==> src/cst_pkg.sv <==
// Shared types and codes for the control state tracker.
package cst_pkg;

  // Command codes on in_cmd; codes above CMD_QUERY act as query
  localparam logic [2:0] CMD_PRESS       = 3'd0;
  localparam logic [2:0] CMD_RELEASE     = 3'd1;
  localparam logic [2:0] CMD_SET_LATCH   = 3'd2;
  localparam logic [2:0] CMD_RELEASE_ALL = 3'd3;
  localparam logic [2:0] CMD_QUERY       = 3'd4;

  // Control kinds; the reserved kind code behaves as select
  localparam logic [1:0] KIND_MOMENTARY = 2'd0;
  localparam logic [1:0] KIND_LATCH     = 2'd1;
  localparam logic [1:0] KIND_SELECT    = 2'd2;

  // Configuration register indexes
  localparam logic CFG_KIND       = 1'b0;
  localparam logic CFG_NUM_STATES = 1'b1;

  // Reset values of the configuration registers
  localparam logic [1:0] KIND_RESET       = KIND_MOMENTARY;
  localparam logic [3:0] NUM_STATES_RESET = 4'd2;

  // Saturation limit of a hold count
  localparam logic [7:0] HOLD_MAX = 8'd255;

  // Controller states
  typedef enum logic [1:0] {
    S_IDLE,
    S_EXEC,
    S_SCAN,
    S_DONE
  } cst_state_t;

  // Commands from controller to datapath
  typedef struct packed {
    logic capture;   // latch the input word
    logic exec;      // apply the command, clear the scan
    logic scan_step; // compare one state and advance
    logic load_res;  // register the resolved state
  } cst_cmd_t;

  // Status from datapath to controller
  typedef struct packed {
    logic is_select; // control resolves by scanning states
    logic scan_done; // every live state has been compared
  } cst_sts_t;

endpackage

==> src/cst_ctrl.sv <==
// Controller state machine of the control state tracker.
module cst_ctrl import cst_pkg::*; (
  input  logic     clk,
  input  logic     rst_n,
  input  logic     start,
  input  cst_sts_t sts,
  output cst_cmd_t ctl,
  output logic     busy,
  output logic     out_valid
);

  cst_state_t state_r, state_nxt;

  // Hold the current state
  always_ff @(posedge clk) begin
    if (!rst_n) begin
      state_r <= S_IDLE;
    end else begin
      state_r <= state_nxt;
    end
  end

  // Advance through execute, scan and result
  always_comb begin
    state_nxt = state_r;
    case (state_r)
      S_IDLE: begin
        if (start) state_nxt = S_EXEC;
      end
      S_EXEC: begin
        state_nxt = S_SCAN;
      end
      S_SCAN: begin
        if (!sts.is_select || sts.scan_done) state_nxt = S_DONE;
      end
      S_DONE: begin
        state_nxt = S_IDLE;
      end
      default: begin
        state_nxt = S_IDLE;
      end
    endcase
  end

  // Drive datapath commands and port strobes
  always_comb begin
    ctl       = '0;
    busy      = 1'b1;
    out_valid = 1'b0;
    case (state_r)
      S_IDLE: begin
        busy        = 1'b0;
        ctl.capture = start;
      end
      S_EXEC: begin
        ctl.exec = 1'b1;
      end
      S_SCAN: begin
        if (!sts.is_select || sts.scan_done) begin
          ctl.load_res = 1'b1;
        end else begin
          ctl.scan_step = 1'b1;
        end
      end
      S_DONE: begin
        out_valid = 1'b1;
      end
      default: begin
        busy = 1'b1;
      end
    endcase
  end

  // An accepted word always starts execution
  a_accept_exec: assert property (@(posedge clk) disable iff (!rst_n)
    start && !busy |=> state_r == S_EXEC)
    else $error("accepted word did not start execution");

  // The result strobe lasts one cycle
  a_strobe_once: assert property (@(posedge clk) disable iff (!rst_n)
    out_valid |=> !out_valid)
    else $error("result strobe longer than one cycle");

  // A result follows only a finished scan
  a_result_after_scan: assert property (@(posedge clk) disable iff (!rst_n)
    out_valid |-> $past(state_r == S_SCAN))
    else $error("result without a preceding scan");

  // A loaded result is presented next cycle
  a_load_shows: assert property (@(posedge clk) disable iff (!rst_n)
    ctl.load_res |=> out_valid)
    else $error("loaded result not presented");

endmodule

==> src/cst_dp.sv <==
// Datapath of the control state tracker: config, hold counts, stamps, scan.
module cst_dp import cst_pkg::*; #(
  parameter int MAX_STATES = 8
) (
  input  logic              clk,
  input  logic              rst_n,
  input  logic [2:0]        in_cmd,
  input  logic signed [3:0] in_state_index,
  input  logic              in_latch_on,
  input  logic              cfg_valid,
  input  logic              cfg_index,
  input  logic [3:0]        cfg_data,
  input  cst_cmd_t          ctl,
  output cst_sts_t          sts,
  output logic [2:0]        out_current_state
);

  localparam int IW = $clog2(MAX_STATES);

  logic [1:0]  kind_r;
  logic [3:0]  num_states_r;
  logic [2:0]  cmd_r;
  logic [3:0]  idx_r;
  logic        latch_on_r;
  logic [7:0]  hold_r [MAX_STATES];
  logic [31:0] stamp_r [MAX_STATES];
  logic [31:0] order_r;
  logic        latched_r;
  logic [3:0]  sc_r;
  logic [IW-1:0] best_r;
  logic [31:0] best_stamp_r;
  logic [2:0]  result_r;

  logic [3:0]    live;
  logic [3:0]    st;
  logic          st_ok;
  logic [IW-1:0] addr;
  logic [7:0]    hold_rd;
  logic [31:0]   stamp_rd;
  logic          hold_we;
  logic [7:0]    hold_wd;
  logic          stamp_we;
  logic          clr_all;
  logic [31:0]   order_nxt;
  logic          latched_nxt;
  logic          hit;
  logic [3:0]    best_ext;
  logic [2:0]    result_nxt;

  // Clamp the state count to the array depth
  assign live = ({1'b0, num_states_r} > 5'(MAX_STATES)) ? 4'(MAX_STATES) : num_states_r;

  // Map a negative index to state 1 and range-check it
  assign st    = idx_r[3] ? 4'd1 : idx_r;
  assign st_ok = st < live;

  // Select one entry: the command's state while executing, else the scan slot
  assign addr     = ctl.exec ? st[IW-1:0] : sc_r[IW-1:0];
  assign hold_rd  = hold_r[addr];
  assign stamp_rd = stamp_r[addr];

  assign sts.is_select = kind_r[1];
  assign sts.scan_done = (sc_r == live);

  // Decide the command's effect on the state
  always_comb begin
    hold_we     = 1'b0;
    hold_wd     = hold_rd;
    stamp_we    = 1'b0;
    clr_all     = 1'b0;
    order_nxt   = order_r + 32'd1;
    latched_nxt = latched_r;
    case (cmd_r)
      CMD_PRESS: begin
        if (kind_r == KIND_LATCH) begin
          latched_nxt = ~latched_r;
        end else if (st_ok) begin
          hold_we  = 1'b1;
          hold_wd  = (hold_rd < HOLD_MAX) ? hold_rd + 8'd1 : hold_rd;
          stamp_we = 1'b1;
        end
      end
      CMD_RELEASE: begin
        if (kind_r != KIND_LATCH && st_ok && hold_rd != 8'd0) begin
          hold_we = 1'b1;
          hold_wd = hold_rd - 8'd1;
        end
      end
      CMD_SET_LATCH: begin
        if (kind_r == KIND_LATCH) latched_nxt = latch_on_r;
      end
      CMD_RELEASE_ALL: begin
        clr_all = 1'b1;
      end
      default: begin
        clr_all = 1'b0;
      end
    endcase
  end

  // Newest held state wins; equal stamps go to the later index
  assign hit = (hold_rd != 8'd0) && (stamp_rd >= best_stamp_r);

  // Resolve the state shown for the control kind
  assign best_ext = 4'(best_r);
  always_comb begin
    if (kind_r == KIND_LATCH) begin
      result_nxt = {2'b00, latched_r};
    end else if (kind_r == KIND_MOMENTARY) begin
      result_nxt = {2'b00, hold_r[1] != 8'd0};
    end else begin
      result_nxt = best_ext[2:0];
    end
  end

  // Write configuration registers
  always_ff @(posedge clk) begin
    if (!rst_n) begin
      kind_r       <= KIND_RESET;
      num_states_r <= NUM_STATES_RESET;
    end else if (cfg_valid) begin
      if (cfg_index == CFG_KIND) begin
        kind_r <= cfg_data[1:0];
      end else begin
        num_states_r <= cfg_data;
      end
    end
  end

  // Capture the input word
  always_ff @(posedge clk) begin
    if (ctl.capture) begin
      cmd_r      <= in_cmd;
      idx_r      <= in_state_index;
      latch_on_r <= in_latch_on;
    end
  end

  // Update hold counts, stamps, order counter and latch bit
  always_ff @(posedge clk) begin
    if (!rst_n) begin
      for (int i = 0; i < MAX_STATES; i++) begin
        hold_r[i]  <= '0;
        stamp_r[i] <= '0;
      end
      order_r   <= '0;
      latched_r <= 1'b0;
    end else if (ctl.exec) begin
      latched_r <= latched_nxt;
      if (clr_all) begin
        for (int i = 0; i < MAX_STATES; i++) begin
          hold_r[i] <= '0;
        end
      end
      if (hold_we) hold_r[addr] <= hold_wd;
      if (stamp_we) begin
        stamp_r[addr] <= order_nxt;
        order_r       <= order_nxt;
      end
    end
  end

  // Clear and step the select scan
  always_ff @(posedge clk) begin
    if (!rst_n) begin
      sc_r <= '0;
    end else if (ctl.exec) begin
      sc_r <= '0;
    end else if (ctl.scan_step) begin
      sc_r <= sc_r + 4'd1;
    end
  end

  // Track the best candidate so far
  always_ff @(posedge clk) begin
    if (ctl.exec) begin
      best_r       <= '0;
      best_stamp_r <= '0;
    end else if (ctl.scan_step && hit) begin
      best_r       <= sc_r[IW-1:0];
      best_stamp_r <= stamp_rd;
    end
  end

  // Hold the result word
  always_ff @(posedge clk) begin
    if (ctl.load_res) result_r <= result_nxt;
  end

  assign out_current_state = result_r;

endmodule

==> src/control_state_tracker.sv <==
// Top level of the control state tracker: controller plus datapath.
//
// Tracks one emulated control (momentary, latch or multi-state select).
// Input: raise start with in_cmd, in_state_index and in_latch_on while
// busy is low; the word is taken at that edge. Result: out_valid pulses for
// one cycle with out_current_state, the control's state after the command.
// The receiver cannot hold results off; each word yields exactly one result.
// Order: the word is captured, then executed, then a select control scans
// its states, clamped to MAX_STATES, and the result is registered for the
// strobe; busy stays high until the strobe ends, so the next word is taken
// at the end of the cycle after at the earliest. The scan compares one
// state per cycle through a single read port on the hold and stamp arrays.
// Configuration: cfg_index 0 is the control kind, 1 the state count; the
// port is always ready and must be written only while the block is idle.
// Reset (rst_n low, synchronous) clears all hold counts, stamps, the order
// counter and latch bit, and sets kind momentary with two states.
module control_state_tracker import cst_pkg::*; #(
  parameter int MAX_STATES = 8
) (
  input  logic              clk,
  input  logic              rst_n,
  input  logic              start,
  output logic              busy,
  input  logic [2:0]        in_cmd,
  input  logic signed [3:0] in_state_index,
  input  logic              in_latch_on,
  output logic              out_valid,
  output logic [2:0]        out_current_state,
  input  logic              cfg_valid,
  output logic              cfg_ready,
  input  logic              cfg_index,
  input  logic [3:0]        cfg_data
);

  cst_cmd_t ctl;
  cst_sts_t sts;

  assign cfg_ready = 1'b1;

  cst_ctrl u_ctrl (
    .clk       (clk),
    .rst_n     (rst_n),
    .start     (start),
    .sts       (sts),
    .ctl       (ctl),
    .busy      (busy),
    .out_valid (out_valid)
  );

  cst_dp #(
    .MAX_STATES (MAX_STATES)
  ) u_dp (
    .clk               (clk),
    .rst_n             (rst_n),
    .in_cmd            (in_cmd),
    .in_state_index    (in_state_index),
    .in_latch_on       (in_latch_on),
    .cfg_valid         (cfg_valid & cfg_ready),
    .cfg_index         (cfg_index),
    .cfg_data          (cfg_data),
    .ctl               (ctl),
    .sts               (sts),
    .out_current_state (out_current_state)
  );

endmodule

==> config.mk <==
export PLATFORM = sky130hd
export DESIGN_NAME = control_state_tracker
export DESIGN_NICKNAME = d
export VERILOG_FILES = /design/src/cst_pkg.sv /design/src/cst_ctrl.sv /design/src/cst_dp.sv /design/src/control_state_tracker.sv
export SDC_FILE = /design/constraint.sdc
export NUM_CORES = 1
export LEC_CHECK = 0
export ABC_AREA = 1
export ABC_CLOCK_PERIOD_IN_PS = 5100
export BUFFER_PORTS_ARGS = -buffer_cell sky130_fd_sc_hd__buf_2
export CAP_MARGIN = 20
export CORE_MARGIN = 2
export CORE_UTILIZATION = 30
export CTS_CLUSTER_SIZE = 30
export DETAILED_ROUTE_END_ITERATION = 10
export GPL_ROUTABILITY_DRIVEN = 0
export PLACE_DENSITY = 0.48
export SYNTH_ARGS = -nofsm -noshare
export SYNTH_HDL_FRONTEND = slang
export SYNTH_HIERARCHICAL = 1
export SYNTH_SLANG_ARGS = --single-unit
==> constraint.sdc <==
create_clock -name clk -period 5.1 [get_ports clk]
set_clock_uncertainty 0.05 [all_clocks]
set_input_delay 1.02 -clock clk [delete_from_list [all_inputs] [get_ports clk]]
set_output_delay 1.02 -clock clk [all_outputs]
set_load 0.005 [all_outputs]
After elaboration in Yosys (flattened, before gate mapping)
Memories as Yosys holds them, arrays and structs flattened.
Cells that the tools add are included.
Widths: inputs -> output; s select.

operators by class
  multiplexer cells = 56
  equal/unequal tests = 13
  bitwise operators = 11
  reduce and logical (&&, ||, !) cells = 21
  order comparisons = 4
  add/sub/neg operators = 4

operators with widths
  cell                   number
  $mux 8                 13
  $add 32x1->32 const B  1
  $ge 32x32->1           1
  $mux 32                1
  $reduce_or 32->1       1
  $mux 1                 30
  $pmux 8 s2             1
  $reduce_bool 8->1      2
  $mux 3                 4
  $add 8x1->8 const B    1
  $lt 8x8->1 const B     1
  $ne 2x1->1 const B     4
  $or 1x1->1             8
  $pmux 2 s4             1
  $reduce_and 2->1       4
  $reduce_or 8->1        1
  $sub 8x1->8 const B    1
  $eq 3x2->1 const B     2
  $mux 2                 3
  $add 4x1->4 const B    1
  $eq 2x1->1 const B     2
  $eq 2x2->1 const B     2
  $eq 4x4->1             1
  $gt 4x4->1 const B     1
  other kinds (14)       22

word-level totals
  word-level logic and storage cells = 124
  bits in writable memories = 320
  bits of input ports = 17
  register bits = 91
  memories kept = 2

memories
  name          depth  bits a word  rd ports  clocked after Yosys merged registers in  wr ports  line          text
  u_dp.stamp_r  8      32           1         0                                        8         cst_dp.sv:26  logic [31:0] stamp_r [MAX_STATES];
  u_dp.hold_r   8      8            2         0                                        8         cst_dp.sv:25  logic [7:0] hold_r [MAX_STATES];

Longest topological paths before layout
An unclocked memory read counts as a cell.

  depth in word-level cells = 14
  depth in mapped cells = 28
  depth with buffers taken out = 26

Modules after synthesis
Netlist, hierarchy kept.

modules (own cells, without submodules)
  module                 area each (µm²)  cells each  instances
  cst_dp                 19017.0          2002        1
  cst_ctrl               206.4            28          1
  control_state_tracker  11.3             2           1

Worst setup path after synthesis
No wires, ideal clock.

  path type = reg2reg
  start point = reg u_ctrl.state_r[1]
  end point = reg u_dp.best_stamp_r[28]
  setup slack = 1.498 ns
  period minus slack after synthesis = 3.602 ns
  buffers on the path = 5
  cell stages (with the launch flop) = 26
  data arrival time = 3.433 ns
  library setup time = 0.119 ns
  data required time = 4.931 ns
  cells stage by stage = dfxtp_1 > inv_1 > ha_1 > buf_6 > nand2_4 > nand2_4 > buf_6 > buf_4 > nor2_1 > inv_1 > buf_2 > o22ai_1 > nor2_1 > nand2_1 > inv_1 > ha_1 > nand2_1 > nor2_1 > nand4_1 > nor4_1 > nand4_1 > nand3_1 > nand3_2 > buf_2 > o21ai_0 > a21oi_1

RTL lines
  element                 line            text
  from (decl)             cst_ctrl.sv:12  cst_state_t state_r, state_nxt;
  from (signal assigned)  cst_ctrl.sv:19  state_r <= state_nxt;
  to (signal assigned)    cst_dp.sv:181   best_stamp_r <= stamp_rd;
  to (decl)               cst_dp.sv:31    logic [31:0] best_stamp_r;

==> results.md <==
- Hold_sp: u_dp/best_stamp_r[0]
- Commonest non-fill, non-tap cell in the layout: nor2_1
- Fin. Hold Viols: 0
- Buf/Inv on CP: 5
- Critical path class: flop to flop
- Fin. max-slew vios: 0
- Critical Path Source: u_ctrl/state_r[1]
- Synth Warn #: 6
- CP cell instances: inv_1, ha_1, buf_4, nand2_1, nand2_2, nor2_1, nand2_1, buf_6, o22ai_1, nor3_1, nand2_1, inv_1, ha_1, a21oi_1, o21ai_0, nand2_1, o211ai_1, a31oi_1, nand3_1, nand3_2, buf_12, o21ai_0, a21oi_1
- Chip Height: 257 um
- Fill cells: 6378
- H-tree depth: 2
- Root buf cell: clkbuf_16
- Reg2Reg Depth: 23
- Post-layout util: 34.8%
- Crit path DAT: 5070 ps
- Max Freq: 217 MHz
- Register Area: 0.0115 mm2
- Pleak: 8.58 nW
- Post-route insts no fill: 2942
- Routed vias/inst: 4.82
- Relative slew slack: 33.7%
- Number of global-route vias before repair: 13700
- Min Clock Period, post-route: 4600 ps
- MaxCap Viol Count: 0
- Post-DRT Antenna Nets: 0
- Levels on crit path: 23
- Hold-critical path depth: 2
- Routed wire per std cell: 18.9 um
- Rows: 92
- Final Cycle Share: 90.2%
- Initial antenna violation count: 0
- R2R Setup Slk: 500 ps
- # diodes: 0
- Sw Pwr: 4.20 mW
- Ys async rst share: 0%
- Worst-margin pin slew: 992 ps
- Max VDD drop: 0.258 mV
- Post-DP HPWL: 33.7 mm
- DP Worst Slack: 337 ps
- Number of buffers created by CTS: 47
- Die ar.: 0.0662 mm2
- Syn nets: 2093
- First-pass GRT wire length: 84.5 mm
- Starting density of the core: 30.4%
- Worst EP required: 5570 ps
- Drt drc: 0
- Clk pwr share: 29.8%
- Sw frac: 37.5%
- Vias: 14200
- Synth Register Bits: 411
- Pwr Total: 11.2 mW
- WL final: 55.5 mm
- Global route overflow: 0
- # nets final: 2119
- Synth cell types: 48
- Later-pin clock latency in the skew report: 610 ps
- Buffer levels on the longest clock path: 3
- DR pass1 iterations: 5
- Drt first-iter violations: 1113
- Reg-to-Reg Start: u_ctrl/state_r[1]
- Top-level I/O count: 23
- Setup WS post-layout: 498 ps
- Gate Count Post-Synth: 2032
- Hold Crit Class: flop to flop
- Unrepaired setup endpoints after global routing: no
- Biggest cell delay along the critical path: 400 ps
- Port Buffers: 21
- Worst path most repeated cell: nand2_1
- Outcome: finished clean
- Maximum fanout along the worst path: 64
- Reg2reg end: u_dp/best_stamp_r[24]
- CTS Sinks: 411
- Hold path endpoint: u_dp/best_stamp_r[0]
- Global Route Usage Sum: 16.6%
- Placed Instances: 2852
- Post-synth EDFFs: 331
- Ys flop type: edfxtp_1
- Die width: 257 um
- PwrDens: 509 mW/mm2
- Pint: 7.00 mW
- Clock transition at path regs: 60 ps
- Multi-input gate area: 0.00642 mm2
- Syn_area_per_cell: 9.47 um2
- Area grow syn2layout: 14.4%
- Comb pwr share: 34.5%
- Post-synthesis sequential area ratio: 60.0%
- Setup TNS: 0 ps
- Endpoints failing setup: 0
- Critical-path top delay cell: nor3_1
- Most frequent cells in the layout: nor2_1, edfxtp_1, nand2_1, inv_1, o22ai_1
- Reg power frac: 35.7%
- Core area: 0.0632 mm2
- Post-CTS Hold Buffers: 0
- CTS tree: done
- Ratio of cells with drive above 1 in the final layout: 10.1%
- Delay-heaviest family, CP: simple AND/OR/NAND/NOR gates
- Largest net degree at the start of global routing: 65
- Worst Setup Start Kind: flop
- Synth Cell Area: 0.0192 mm2
- CP Capture Type: flop
## cell usage after synthesis, types with 2 or more instances
library cell | count | share of area [%]
a21oi_1 | 90 | 2.3
a221oi_1 | 2 | 0.091
a31oi_1 | 5 | 0.16
and3_1 | 2 | 0.065
buf_1 | 13 | 0.25
buf_2 | 16 | 0.42
buf_4 | 7 | 0.27
buf_6 | 4 | 0.23
clkbuf_1 | 45 | 0.88
clkinv_1 | 13 | 0.25
dfxtp_1 | 80 | 8.3
edfxtp_1 | 331 | 52
ha_1 | 44 | 2.9
inv_1 | 211 | 4.1
inv_2 | 20 | 0.39
nand2_1 | 327 | 6.4
nand2_2 | 16 | 0.52
nand2_4 | 6 | 0.35
nand3_1 | 47 | 1.2
nand3_2 | 13 | 0.68
nand3b_1 | 12 | 0.47
nand4_1 | 12 | 0.39
nor2_1 | 436 | 8.5
nor2_2 | 6 | 0.20
nor3_1 | 18 | 0.47
nor3_2 | 2 | 0.10
nor4_1 | 7 | 0.23
o211ai_1 | 4 | 0.16
o21ai_0 | 84 | 2.2
o22ai_1 | 113 | 3.7
or2_2 | 2 | 0.065
xnor2_1 | 6 | 0.27
xor2_1 | 23 | 1.0
## what timing repair did
| action | CTS | global route |
|---|---|---|
| endpoints found under the setup margin | 0 | 32 |
| buffers inserted | 0 | 1 |
| gates resized for setup | 0 | 6 |
## registers in the layout, summed over array words and instances (netlist names)
signal                  count
u_dp/stamp_r              256
u_ctrl/state_r              2
u_dp/kind_r                 2
u_dp/latch_on_r             1
u_dp/order_r               32
u_dp/sc_r                   4
u_dp/best_stamp_r          32
u_dp/latched_r              1
u_dp/cmd_r                  3
u_dp/out_current_state      3
u_dp/idx_r                  4
u_dp/num_states_r           4
u_dp/best_r                 3
u_dp/hold_r                64
## worst reg2reg max path: cells and delay by family, from the launching register on
kind	cells	cell delay [ps]
and+or+nand+nor	9	1580
buffers and inverters	5	990
DFF	1	340
adders and majority gates	2	550
AOI/OAI and AO/OA	7	1030
## how the worst max path moves through the flow
stage	endpoint	slack, ps
after detailed placement	u_dp/best_stamp_r[28]	340
after floorplan	u_dp/best_stamp_r[28]	1500
after CTS	u_dp/best_stamp_r[6]	300
final	u_dp/best_stamp_r[24]	500
after global placement	u_dp/best_stamp_r[22]	330
after global routing	u_dp/best_stamp_r[25]	30
## final cells by class
cell class / count / area share [%]
sequential: 411 / 52.5
inverter: 244 / 4.18
multi-input combinational: 1292 / 29.2
timing repair inverter: 1 / 0.0341
clock buffer: 67 / 5.92
timing repair buffer: 61 / 2.35
clock inverter: 20 / 1.07
tap: 846 / 4.81
## kinds of logic after synthesis
logic type      Yosys count  share of synthesized area, %
fa+ha+maj                44                          2.86
xor+xnor                 29                          1.32
compound gates          310                          9.19
other cells               1                        0.0195
flops                   411                          60.0
buf+inv                 329                          6.82
simple gates            908                          19.8
## per-stage QoR
| stage | area [um2] | hold slack [ps] |
|---|---|---|
| finish | 22000 | 407 |
| detailed placement | 20400 | 395 |
| global route | 22000 | 431 |
| CTS | 21900 | 404 |
| floorplan | 19200 | 373 |
| global placement | 20400 | 389 |
## power groups by stage
stage / Clock [mW] / Combinational (mW) / Sequential (mW)
global route: 3.56 / 4.32 / 4.02
global placement: 0 / 3.77 / 4.06
finish: 3.34 / 3.86 / 4.00
CTS: 3.43 / 3.82 / 4.00
detailed placement: 0 / 3.80 / 4.07
floorplan: 0 / 2.56 / 4.03
## per-layer routing
metal | track usage, % | vias up | wire length, um
li1 | - | 6851 | -
met1 | 23.7 | 6867 | 26200
met2 | 26.6 | 404 | 25200
met3 | 2.73 | 51 | 3350
met4 | 3.33 | 0 | 766
met5 | 0 | - | 0
No activity file was read; power rests on OpenSTA's default activity.
